`config.mk`:
```
export PLATFORM = sky130hd
export DESIGN_NAME = adc_two_point_calibration_coeffs_flat
export DESIGN_NICKNAME = d
export VERILOG_FILES = /design/src/design/adctpc_pkg.sv /design/src/design/adctpc_if.sv /design/src/design/adctpc_front.sv /design/src/design/adctpc_cell.sv /design/src/design/adc_two_point_calibration_coeffs.sv /design/src/flat_wrapper.sv
export SDC_FILE = /design/constraint.sdc
export NUM_CORES = 2
export LEC_CHECK = 0
export ABC_AREA = 1
export BUFFER_PORTS_ARGS = -buffer_cell sky130_fd_sc_hd__buf_2
export CAP_MARGIN = 25
export CORE_ASPECT_RATIO = 1.75
export CORE_MARGIN = 1.5
export CORE_UTILIZATION = 60
export DETAILED_ROUTE_END_ITERATION = 16
export MAX_ROUTING_LAYER = met4
export PLACE_DENSITY = 0.76
export SLEW_MARGIN = 10
export SYNTH_ARGS = -nofsm -noshare
export SYNTH_HDL_FRONTEND = slang
export SYNTH_HIERARCHICAL = 1
export SYNTH_SLANG_ARGS = --single-unit
```
`constraint.sdc`:
```
create_clock -name clk_i -period 10.1 [get_ports clk_i]
set_input_delay 0.505 -clock clk_i [delete_from_list [all_inputs] [get_ports clk_i]]
set_output_delay 0.505 -clock clk_i [all_outputs]
set_load 0.005 [all_outputs]
```
`src/design/adctpc_pkg.sv`:
```
// Shared types, constants and decode helpers for the ADC two-point calibration block.
// No dependencies; every other design file imports this package.
`timescale 1ns / 1ps

package adctpc_pkg;

  localparam int unsigned FuseW     = 32;
  localparam int unsigned LowCodeW  = 7;
  localparam int unsigned HighCodeW = 9;
  localparam int unsigned U1LowLsb  = 0;
  localparam int unsigned U1HighLsb = 7;
  localparam int unsigned U2LowLsb  = 16;
  localparam int unsigned U2HighLsb = 23;

  // Signed working width of the rebuilt raw readings, and the step of 4 counts.
  localparam int unsigned PtW       = 14;
  localparam int unsigned StepShift = 2;

  localparam int unsigned SpanW   = 13;
  localparam int unsigned SlopeW  = 17;  // one quotient bit per cell
  localparam int unsigned IcptW   = 11;
  localparam int unsigned OffsetW = 7;
  localparam int unsigned RemSW   = 28;
  localparam int unsigned RemIW   = 22;
  localparam int unsigned CmpW    = SpanW + SlopeW - 1;

  localparam int unsigned LowVMv  = 150;
  localparam int unsigned HighVMv = 850;
  localparam int unsigned DvMv    = HighVMv - LowVMv;

  localparam logic [LowCodeW-1:0]  LowSignOnly  = {1'b1, {(LowCodeW-1){1'b0}}};
  localparam logic [HighCodeW-1:0] HighSignOnly = {1'b1, {(HighCodeW-1){1'b0}}};

  localparam logic [SpanW-1:0] LowNom  [2] = '{SpanW'(278), SpanW'(421)};
  localparam logic [SpanW-1:0] HighNom [2] = '{SpanW'(3265), SpanW'(3406)};

  // Slope numerators: 700 times the per-unit, per-attenuation scale.
  localparam logic [RemSW-1:0] SlopeNum [2][4] = '{
    '{RemSW'(65504 * DvMv), RemSW'(86975 * DvMv),
      RemSW'(120389 * DvMv), RemSW'(224310 * DvMv)},
    '{RemSW'(65467 * DvMv), RemSW'(86861 * DvMv),
      RemSW'(120416 * DvMv), RemSW'(224708 * DvMv)}
  };

  localparam logic [OffsetW-1:0] OffsetTab [2][4] = '{
    '{OffsetW'(0), OffsetW'(1), OffsetW'(27), OffsetW'(54)},
    '{OffsetW'(0), OffsetW'(9), OffsetW'(26), OffsetW'(66)}
  };

  // Division operands and partial quotients handed from cell to cell.
  typedef struct packed {
    logic [SpanW-1:0]   span;
    logic [RemSW-1:0]   rem_s;
    logic [RemIW-1:0]   rem_i;
    logic [SlopeW-1:0]  quo_s;
    logic [IcptW-1:0]   quo_i;
    logic [OffsetW-1:0] offset;
  } div_t;

  // Two's complement decode; the code with only its sign bit set reads as zero.
  function automatic logic signed [LowCodeW-1:0] dec_low(input logic [LowCodeW-1:0] code);
    dec_low = (code == LowSignOnly) ? '0 : signed'(code);
  endfunction

  function automatic logic signed [HighCodeW-1:0] dec_high(
    input logic [HighCodeW-1:0] code
  );
    dec_high = (code == HighSignOnly) ? '0 : signed'(code);
  endfunction

endpackage

```
`src/design/adctpc_if.sv`:
```
// Handshake channel interfaces: configuration write, request and response.
// Depends on adctpc_pkg for field widths.
`timescale 1ns / 1ps

interface adctpc_cfg_if;
  import adctpc_pkg::*;
  logic             valid;
  logic             ready;
  logic [FuseW-1:0] fuse_word;
  modport source (output valid, fuse_word, input ready);
  modport sink   (input valid, fuse_word, output ready);
endinterface

interface adctpc_req_if;
  logic       valid;
  logic       ready;
  logic       adc_unit;
  logic [1:0] attenuation;
  modport source (output valid, adc_unit, attenuation, input ready);
  modport sink   (input valid, adc_unit, attenuation, output ready);
endinterface

interface adctpc_rsp_if;
  import adctpc_pkg::*;
  logic                    valid;
  logic                    ready;
  logic [SlopeW-1:0]       slope;
  logic signed [IcptW-1:0] intercept;
  modport source (output valid, slope, intercept, input ready);
  modport sink   (input valid, slope, intercept, output ready);
endinterface

```
`src/design/adctpc_front.sv`:
```
// Front stage: picks the unit's fuse fields, rebuilds both raw readings and
// forms span and the two dividends. Depends on adctpc_pkg.
`timescale 1ns / 1ps

module adctpc_front (
  input  logic                           clk_i,
  input  logic                           rst_ni,
  input  logic                           valid_i,
  output logic                           ready_o,
  input  logic                           adc_unit_i,
  input  logic [1:0]                     attenuation_i,
  input  logic [adctpc_pkg::FuseW-1:0]   fuse_word_i,
  output logic                           valid_o,
  input  logic                           ready_i,
  output adctpc_pkg::div_t               data_o
);
  import adctpc_pkg::*;

  logic                  valid_q;
  div_t                  data_q;
  div_t                  data_d;
  logic [LowCodeW-1:0]   low_code;
  logic [HighCodeW-1:0]  high_code;
  logic signed [PtW-1:0] low_pt;
  logic signed [PtW-1:0] high_pt;
  logic [SpanW-1:0]      span;

  always_comb begin
    low_code  = adc_unit_i ? fuse_word_i[U2LowLsb +: LowCodeW]
                           : fuse_word_i[U1LowLsb +: LowCodeW];
    high_code = adc_unit_i ? fuse_word_i[U2HighLsb +: HighCodeW]
                           : fuse_word_i[U1HighLsb +: HighCodeW];
    low_pt  = signed'(PtW'(LowNom[adc_unit_i])) + (PtW'(dec_low(low_code)) <<< StepShift);
    high_pt = signed'(PtW'(HighNom[adc_unit_i])) + (PtW'(dec_high(high_code)) <<< StepShift);
    span    = SpanW'(high_pt - low_pt);

    // Add half the span to both dividends so the quotients come out rounded.
    data_d.span   = span;
    data_d.rem_s  = SlopeNum[adc_unit_i][attenuation_i] + RemSW'(span >> 1);
    data_d.rem_i  = RemIW'(RemIW'(high_pt[SpanW-1:0]) * RemIW'(DvMv)) + RemIW'(span >> 1);
    data_d.quo_s  = '0;
    data_d.quo_i  = '0;
    data_d.offset = OffsetTab[adc_unit_i][attenuation_i];
  end

  assign ready_o = !valid_q || ready_i;
  assign valid_o = valid_q;
  assign data_o  = data_q;

  always_ff @(posedge clk_i or negedge rst_ni) begin
    if (!rst_ni) begin
      valid_q <= 1'b0;
    end else if (ready_o) begin
      valid_q <= valid_i;
    end
  end

  always_ff @(posedge clk_i) begin
    if (valid_i && ready_o) begin
      data_q <= data_d;
    end
  end

endmodule

```
`src/design/adctpc_cell.sv`:
```
// Division cell: resolves one quotient bit of the slope division, and of the intercept
// division below bit IcptW, and registers the item for the next cell. Depends on adctpc_pkg.
`timescale 1ns / 1ps

module adctpc_cell #(
  parameter int unsigned Shift = 0
) (
  input  logic             clk_i,
  input  logic             rst_ni,
  input  logic             valid_i,
  output logic             ready_o,
  input  adctpc_pkg::div_t data_i,
  output logic             valid_o,
  input  logic             ready_i,
  output adctpc_pkg::div_t data_o
);
  import adctpc_pkg::*;

  logic             valid_q;
  div_t             data_q;
  div_t             data_d;
  logic [CmpW-1:0]  div_sh;
  logic [RemIW-1:0] rem_i_d;
  logic [IcptW-1:0] quo_i_d;

  assign div_sh = CmpW'(data_i.span) << Shift;

  // The intercept quotient stays below 2**IcptW, so higher cells leave it alone.
  if (Shift < IcptW) begin : g_icpt
    always_comb begin
      rem_i_d = data_i.rem_i;
      quo_i_d = data_i.quo_i;
      if (CmpW'(data_i.rem_i) >= div_sh) begin
        rem_i_d        = RemIW'(CmpW'(data_i.rem_i) - div_sh);
        quo_i_d[Shift] = 1'b1;
      end
    end
  end else begin : g_no_icpt
    assign rem_i_d = data_i.rem_i;
    assign quo_i_d = data_i.quo_i;
  end

  always_comb begin
    data_d       = data_i;
    data_d.rem_i = rem_i_d;
    data_d.quo_i = quo_i_d;
    if (CmpW'(data_i.rem_s) >= div_sh) begin
      data_d.rem_s        = RemSW'(CmpW'(data_i.rem_s) - div_sh);
      data_d.quo_s[Shift] = 1'b1;
    end
  end

  assign ready_o = !valid_q || ready_i;
  assign valid_o = valid_q;
  assign data_o  = data_q;

  always_ff @(posedge clk_i or negedge rst_ni) begin
    if (!rst_ni) begin
      valid_q <= 1'b0;
    end else if (ready_o) begin
      valid_q <= valid_i;
    end
  end

  always_ff @(posedge clk_i) begin
    if (valid_i && ready_o) begin
      data_q <= data_d;
    end
  end

endmodule

```
`src/design/adc_two_point_calibration_coeffs.sv`:
```
// Top level: fuse register, front stage, chain of 17 division cells, output register.
// Throughput: one item per cycle unless the output stalls; each cell retires one
// quotient bit of the slope division and, below bit 11, of the intercept division.
// Stalls collapse bubbles, so requests are taken while a finished result waits.
// Reset clears the fuse word to zero and empties every stage.
`timescale 1ns / 1ps

module adc_two_point_calibration_coeffs (
  input  logic                clk_i,
  input  logic                rst_ni,
  adctpc_cfg_if.sink          cfg_i,
  adctpc_req_if.sink          req_i,
  adctpc_rsp_if.source        rsp_o
);
  import adctpc_pkg::*;

  logic [FuseW-1:0]        fuse_q;
  logic                    vld [SlopeW+1];
  logic                    rdy [SlopeW+1];
  div_t                    stage [SlopeW+1];
  logic                    rsp_vld_q;
  logic [SlopeW-1:0]       rsp_slope_q;
  logic signed [IcptW-1:0] rsp_icpt_q;
  logic [IcptW:0]          icpt_sum;

  assign cfg_i.ready = 1'b1;

  always_ff @(posedge clk_i or negedge rst_ni) begin
    if (!rst_ni) begin
      fuse_q <= '0;
    end else if (cfg_i.valid) begin
      fuse_q <= cfg_i.fuse_word;
    end
  end

  adctpc_front u_front (
    .clk_i         (clk_i),
    .rst_ni        (rst_ni),
    .valid_i       (req_i.valid),
    .ready_o       (req_i.ready),
    .adc_unit_i    (req_i.adc_unit),
    .attenuation_i (req_i.attenuation),
    .fuse_word_i   (fuse_q),
    .valid_o       (vld[0]),
    .ready_i       (rdy[0]),
    .data_o        (stage[0])
  );

  // Cells run from the top quotient bit down to bit zero.
  for (genvar k = 0; k < SlopeW; k++) begin : g_cell
    adctpc_cell #(
      .Shift (SlopeW - 1 - k)
    ) u_cell (
      .clk_i   (clk_i),
      .rst_ni  (rst_ni),
      .valid_i (vld[k]),
      .ready_o (rdy[k]),
      .data_i  (stage[k]),
      .valid_o (vld[k+1]),
      .ready_i (rdy[k+1]),
      .data_o  (stage[k+1])
    );
  end

  assign rdy[SlopeW] = !rsp_vld_q || rsp_o.ready;

  // Intercept wraps to its 11-bit width.
  assign icpt_sum = (IcptW+1)'(HighVMv) - (IcptW+1)'(stage[SlopeW].quo_i)
                  + (IcptW+1)'(stage[SlopeW].offset);

  always_ff @(posedge clk_i or negedge rst_ni) begin
    if (!rst_ni) begin
      rsp_vld_q <= 1'b0;
    end else if (rdy[SlopeW]) begin
      rsp_vld_q <= vld[SlopeW];
    end
  end

  always_ff @(posedge clk_i) begin
    if (vld[SlopeW] && rdy[SlopeW]) begin
      rsp_slope_q <= stage[SlopeW].quo_s;
      rsp_icpt_q  <= signed'(icpt_sum[IcptW-1:0]);
    end
  end

  assign rsp_o.valid     = rsp_vld_q;
  assign rsp_o.slope     = rsp_slope_q;
  assign rsp_o.intercept = rsp_icpt_q;

`ifndef ASSERT_OFF
  a_slope_rem: assert property (@(posedge clk_i) disable iff (!rst_ni)
    vld[SlopeW] |-> (stage[SlopeW].rem_s < RemSW'(stage[SlopeW].span)))
    else $error("slope remainder not below span after last cell");

  a_icpt_rem: assert property (@(posedge clk_i) disable iff (!rst_ni)
    vld[SlopeW] |-> (stage[SlopeW].rem_i < RemIW'(stage[SlopeW].span)))
    else $error("intercept remainder not below span after last cell");

  a_icpt_range: assert property (@(posedge clk_i) disable iff (!rst_ni)
    rsp_vld_q |-> ((rsp_icpt_q >= -11'sd125) && (rsp_icpt_q <= 11'sd212)))
    else $error("intercept out of its possible range");
`endif

endmodule

```
`src/flat_wrapper.sv`:
```
// flat-port wrapper written by rule: the top's interface ports become plain ports
module adc_two_point_calibration_coeffs_flat import adctpc_pkg::*;
  (clk_i, rst_ni, cfg_i_valid, cfg_i_fuse_word, cfg_i_ready, req_i_valid, req_i_adc_unit, req_i_attenuation, req_i_ready, rsp_o_valid, rsp_o_slope, rsp_o_intercept, rsp_o_ready);
  adctpc_cfg_if cfg_i_i ();
  adctpc_req_if req_i_i ();
  adctpc_rsp_if rsp_o_i ();
  input  logic clk_i;
  input  logic rst_ni;
  input wire logic [$bits(cfg_i_i.valid)-1:0] cfg_i_valid;
  input wire logic [$bits(cfg_i_i.fuse_word)-1:0] cfg_i_fuse_word;
  output wire logic [$bits(cfg_i_i.ready)-1:0] cfg_i_ready;
  input wire logic [$bits(req_i_i.valid)-1:0] req_i_valid;
  input wire logic [$bits(req_i_i.adc_unit)-1:0] req_i_adc_unit;
  input wire logic [$bits(req_i_i.attenuation)-1:0] req_i_attenuation;
  output wire logic [$bits(req_i_i.ready)-1:0] req_i_ready;
  output wire logic [$bits(rsp_o_i.valid)-1:0] rsp_o_valid;
  output wire logic [$bits(rsp_o_i.slope)-1:0] rsp_o_slope;
  output wire logic [$bits(rsp_o_i.intercept)-1:0] rsp_o_intercept;
  input wire logic [$bits(rsp_o_i.ready)-1:0] rsp_o_ready;
  assign cfg_i_i.valid = cfg_i_valid;
  assign cfg_i_i.fuse_word = cfg_i_fuse_word;
  assign cfg_i_ready = cfg_i_i.ready;
  assign req_i_i.valid = req_i_valid;
  assign req_i_i.adc_unit = req_i_adc_unit;
  assign req_i_i.attenuation = req_i_attenuation;
  assign req_i_ready = req_i_i.ready;
  assign rsp_o_valid = rsp_o_i.valid;
  assign rsp_o_slope = rsp_o_i.slope;
  assign rsp_o_intercept = rsp_o_i.intercept;
  assign rsp_o_i.ready = rsp_o_ready;
  adc_two_point_calibration_coeffs u_core (.clk_i(clk_i), .rst_ni(rst_ni), .cfg_i(cfg_i_i), .req_i(req_i_i), .rsp_o(rsp_o_i));
endmodule
```
## Word level (Yosys, flattened, before mapping)

Index checks and enable logic that the tools add are counted.

- Div/mod/pow operators: 0
- Shift operators: 0
- $add $sub $neg: 33
- Eq/ne operators: 2
- Order comparisons: 30
- Multipliers: 1
- Mux-type cells: 48
- Bitwise logic cells: 2
- Reduce and logical (&&, ||, !) cells: 57

Operators with widths:

| kind | number |
|---|---|
| two-way mux 28 bit | 20 |
| two-way mux 112 bit | 2 |
| two-way mux 22 bit | 10 |
| two-way mux 100 bit | 1 |
| binary-select mux 28 bit (select 2 bit) | 1 |
| subtractor 28 bit | 2 |
| two-way mux 13 bit | 4 |
| subtractor 22 bit | 2 |
| greater-or-equal comparator 28 x 29 -> 1 bit | 1 |
| adder 28 x 12 -> 28 bit | 1 |
| greater-or-equal comparator 28 x 13 -> 1 bit | 1 |
| greater-or-equal comparator 28 x 14 -> 1 bit | 1 |
| greater-or-equal comparator 28 x 15 -> 1 bit | 1 |
| greater-or-equal comparator 28 x 16 -> 1 bit | 1 |
| greater-or-equal comparator 28 x 17 -> 1 bit | 1 |
| greater-or-equal comparator 28 x 18 -> 1 bit | 1 |
| greater-or-equal comparator 28 x 19 -> 1 bit | 1 |
| greater-or-equal comparator 28 x 20 -> 1 bit | 1 |
| greater-or-equal comparator 28 x 21 -> 1 bit | 1 |
| greater-or-equal comparator 28 x 22 -> 1 bit | 1 |
| greater-or-equal comparator 28 x 23 -> 1 bit | 1 |
| greater-or-equal comparator 28 x 24 -> 1 bit | 1 |
| greater-or-equal comparator 28 x 25 -> 1 bit | 1 |
| greater-or-equal comparator 28 x 26 -> 1 bit | 1 |
| 56 further kinds | 115 |

- Output and inout port bits: 31
- Input bits: 40
- RAM bits: 0
- Latch bits: 0
- Memories kept: 0
- Logic and storage cells: 318
- Bits in read-only memories: 0
- Register bits after elaboration: 1495

## Depth between registers and ports, before layout

- Depth after elaboration: 21
- Depth in mapped cells: 39
- Mapped depth without buffers: 39

## Cells and area by module

Netlist, hierarchy kept.

Modules (own cells, without submodules):

| module | area an instance (sq um) | seq. area each (sq um) | cells each | times used |
|---|---|---|---|---|
| adctpc_front | 7526.0 | 1946.9 | 948 | 1 |
| adctpc_cell (u_core.g_cell[16].u_cell) | 6247.2 | 2967.8 | 785 | 1 |
| adctpc_cell (u_core.g_cell[15].u_cell) | 6238.5 | 2967.8 | 773 | 1 |
| adctpc_cell (u_core.g_cell[14].u_cell) | 6083.3 | 2967.8 | 744 | 1 |
| adctpc_cell (u_core.g_cell[13].u_cell) | 6075.8 | 2967.8 | 712 | 1 |
| adctpc_cell (u_core.g_cell[12].u_cell) | 5901.9 | 2967.8 | 695 | 1 |
| adctpc_cell (u_core.g_cell[11].u_cell) | 5785.5 | 2967.8 | 669 | 1 |
| adctpc_cell (u_core.g_cell[9].u_cell) | 5541.6 | 2967.8 | 596 | 1 |
| adctpc_cell (u_core.g_cell[10].u_cell) | 5522.8 | 2967.8 | 607 | 1 |
| adctpc_cell (u_core.g_cell[8].u_cell) | 5327.6 | 2967.8 | 575 | 1 |
| adctpc_cell (u_core.g_cell[7].u_cell) | 5275.1 | 2967.8 | 539 | 1 |
| adctpc_cell (u_core.g_cell[6].u_cell) | 5132.4 | 2967.8 | 495 | 1 |
| adctpc_cell (u_core.g_cell[5].u_cell) | 4461.8 | 2967.8 | 385 | 1 |
| adctpc_cell (u_core.g_cell[4].u_cell) | 4342.9 | 2967.8 | 385 | 1 |
| 5 more rows | n/a | n/a | n/a | n/a |

## Least setup slack after synthesis

OpenSTA, ideal clock, no wires.

- Path type: in2reg
- Start: input rsp_o_ready
- End: register u_core.g_cell[0].u_cell.data_q, in the netlist u_core/g_cell[0].u_cell/data_o[0], enable pin
- Required time: 9.513 ns
- Setup time: 0.587 ns
- Slack: 2.437 ns
- Path buffers: 0
- Arrival time: 7.076 ns
- Cell stages on the path: 36
- Path through: inv_1 > nand2_1 > inv_1 > nand2_1 > inv_1 > nand2_1 > inv_1 > nand2_1 > inv_1 > nand2_1 > inv_1 > nand2_1 > inv_1 > nand2_1 > inv_1 > nand2_1 > inv_1 > nand2_1 > inv_1 > nand2_1 > inv_1 > nand2_1 > inv_1 > nand2_1 > inv_1 > nand2_1 > inv_1 > nand2_1 > inv_1 > nand2_1 > inv_1 > nand2_1 > inv_1 > nand2_1 > inv_1 > a21oi_1

RTL lines:

| item | RTL line | source |
|---|---|---|
| from (decl) | flat_wrapper.sv:19 | `input wire logic [$bits(rsp_o_i.ready)-1:0] rsp_o_ready;` |
| to (signal assigned) | adctpc_cell.sv:67 | `data_q <= data_d;` |
| to (decl) | adctpc_cell.sv:20 | `div_t data_q;` |

==> results_dict.tcl <==
set metrics [dict create \
    worstPathRequired_ns 10.69 \
    drc 0 \
    synth_cells 9921 \
    antenna_found_initial 19 \
    crit_fanout 5 \
    grt_pass1_vias 72800 \
    critPathKind "reg -> reg" \
    vdd_drop_max_v 0.000805 \
    max_freq_mhz 144 \
    wl_per_cell_um 23.6 \
    hold_ws_ns 0.0128 \
    wirelength_um 291000 \
    netlist_area_um2 94700 \
    num_vias 69000 \
    setup_viol 0 \
    clock_latency_ns 0.88 \
    cap_viol_max_count 0 \
    htree_levels 4 \
    grt.overflow.total 0 \
    nets 10700 \
    start_util_pct 60.4 \
    maxSlewHeadroom_pct 13.4 \
    endpoint_kind "register" \
    ys_warn_count 6 \
    avgSynthCellArea_um2 9.54 \
    drt-initial-drc-count 4304 \
    die_h_um 528 \
    drt-vias-per-instance 5.61 \
    syn_to_final_growth_pct 8.52 \
    fin_setup_tns_ns 0 \
    row_count 192 \
    io_pins 71 \
    hp-class "in -> reg" \
    hold_path_depth 2 \
    fin_crit_sh_pct 68.9 \
    numPortBuffers 69 \
    root_buffer "clkbuf_16" \
    place_congestion 1.04 \
    drt.antenna.violating_nets 0 \
    dp_hpwl_um 226000 \
    grt_pass1_wl_um 424000 \
    core_area_um2 157000 \
    grt_use_total_pct 37.8 \
    cts_made_buffers 162 \
    die-area_um2 160000 \
    drive_above_1_share_pct 8.92 \
    fin_skew_ns 0.121 \
    clockBufferDepth 4 \
    cts_sinks 1746 \
    power_density_nw_per_um2 347 \
    rsz0062_at_grt "no" \
    drv_slew 0 \
    fillers 12300 \
    hold_violations 0 \
    cp.arrival_ns 7.55 \
    ff2ff_path_depth 34 \
    die_w_um 303 \
    tightest_slew_ns 1.30 \
    cts_tree "built" \
    p_leak_nw 46.1 \
    crit_path_top_delay_cell "fa_1" \
    firstDrtPassIters 9 \
    max_stage_delay_ns 0.58 \
    post_cts_resize_count 0 \
    outcome "completed" \
    fin_crit_ns 6.96 \
    grt_max_degree 81 \
    cp-start-kind "register" \
    path_clk_slew_ns 0.06 \
]
[where the power goes]
group          leakage [nW]  switching, mW  internal, mW  total [mW]
clock network          2.57           2.77          3.54        6.30
logic                  26.6           11.8          5.46        17.2
registers              16.9           1.36          10.8        12.1
total                  46.1           15.9          19.8        35.7
[metrics by stage]
| stage | utilization [%] | total power, mW | instance area [µm²] | setup WS, ns | std cells |
|---|---|---|---|---|---|
| after global placement | 62.0 | 28.8 | 97000 | 2.41 | 12000 |
| after global routing | 65.6 | 37.9 | 103000 | 2.69 | 12300 |
| after detailed placement | 62.0 | 29.1 | 97100 | 2.39 | 12000 |
| after floorplan | - | 23.8 | 94800 | 2.44 | 9948 |
| after CTS | 65.5 | 35.4 | 103000 | 3.17 | 12300 |
| final | 65.6 | 35.7 | 103000 | 3.14 | 12300 |
[layout by cell type, fill, tap and decap left out, types with 69 or more instances in the layout]
master and count:
clkbuf_16 164, nand2_1 3126, a21oi_1 240, ha_1 482, a21oi_2 104, buf_2 69
nand3_1 494, nand2_2 137, nor2_1 755, edfxtp_1 1695, inv_1 1559, nand4_1 159
o21ai_0 109, xor2_1 191
[worst paths after layout]
kind | startpoint | endpoint | slack, ns
max | u_core/fuse_q[8] | u_core/u_front/data_o[55] | 3.14
min | cfg_i_fuse_word[1] | u_core/fuse_q[1] | 0.01
max reg2reg | u_core/fuse_q[8] | u_core/u_front/data_o[55] | 3.14
min reg2reg | u_core/g_cell[1].u_cell/data_o[19] | u_core/g_cell[2].u_cell/data_o[19] | 0.36
max in group asynchronous | rst_ni | u_core/fuse_q[2] | 8.74
min in group asynchronous | rst_ni | u_core/g_cell[16].u_cell/valid_o | 0.26
[area by class of cell]
type                            count  area (µm²)  area share [%]
Clock buffer                      195        4240            4.13
Tap cell                         2037        2550            2.48
Multi-Input combinational cell   6471       35600            34.7
Clock inverter                     92        1100            1.07
Inverter                         1615        6100            5.94
Antenna cell                       25        62.6          0.0609
Sequential cell                  1746       52200            50.8
Timing Repair Buffer              130         911           0.887
[sequential cells by signal, indices dropped and copies added (netlist names)]
signal,flops
u_core/fuse_q,32
u_core/g_cell.u_cell/data_o,1603
u_core/g_cell.u_cell/valid_o,17
u_core/rsp_o.intercept,11
u_core/rsp_o.slope,17
u_core/rsp_o.valid,1
u_core/u_front/data_o,64
u_core/u_front/valid_o,1
[repair_timing]
| item | in CTS | in global routing |
|---|---|---|
| setup buffers | 0 | 0 |
| hold endpoints to repair | 31 | 0 |
| hold buffers | 22 | 0 |
[per-layer routing]
layer / share of wire, % / routed length [µm] / global-route usage, % / vias to the layer above
li1: - / - / - / 32600
met1: 26 / 75400 / 25.7 / 32300
met2: 55 / 161000 / 70.9 / 2516
met3: 4.1 / 12100 / 6.47 / 1576
met4: 15 / 42300 / 44.9 / 0
met5: 0 / 0 / - / -
[critical path, delay by kind of cell (launching register included)]
| family | cells | cell delay (ns) |
|---|---|---|
| DFF | 1 | 0.38 |
| adders and majority gates | 7 | 2.48 |
| buffers and inverters | 7 | 0.66 |
| xor gates and xnor gates | 2 | 0.64 |
| and+or+nand+nor | 15 | 2.07 |
| AOI/OAI and AO/OA | 3 | 0.54 |
Power figures use the tool's default switching activity.
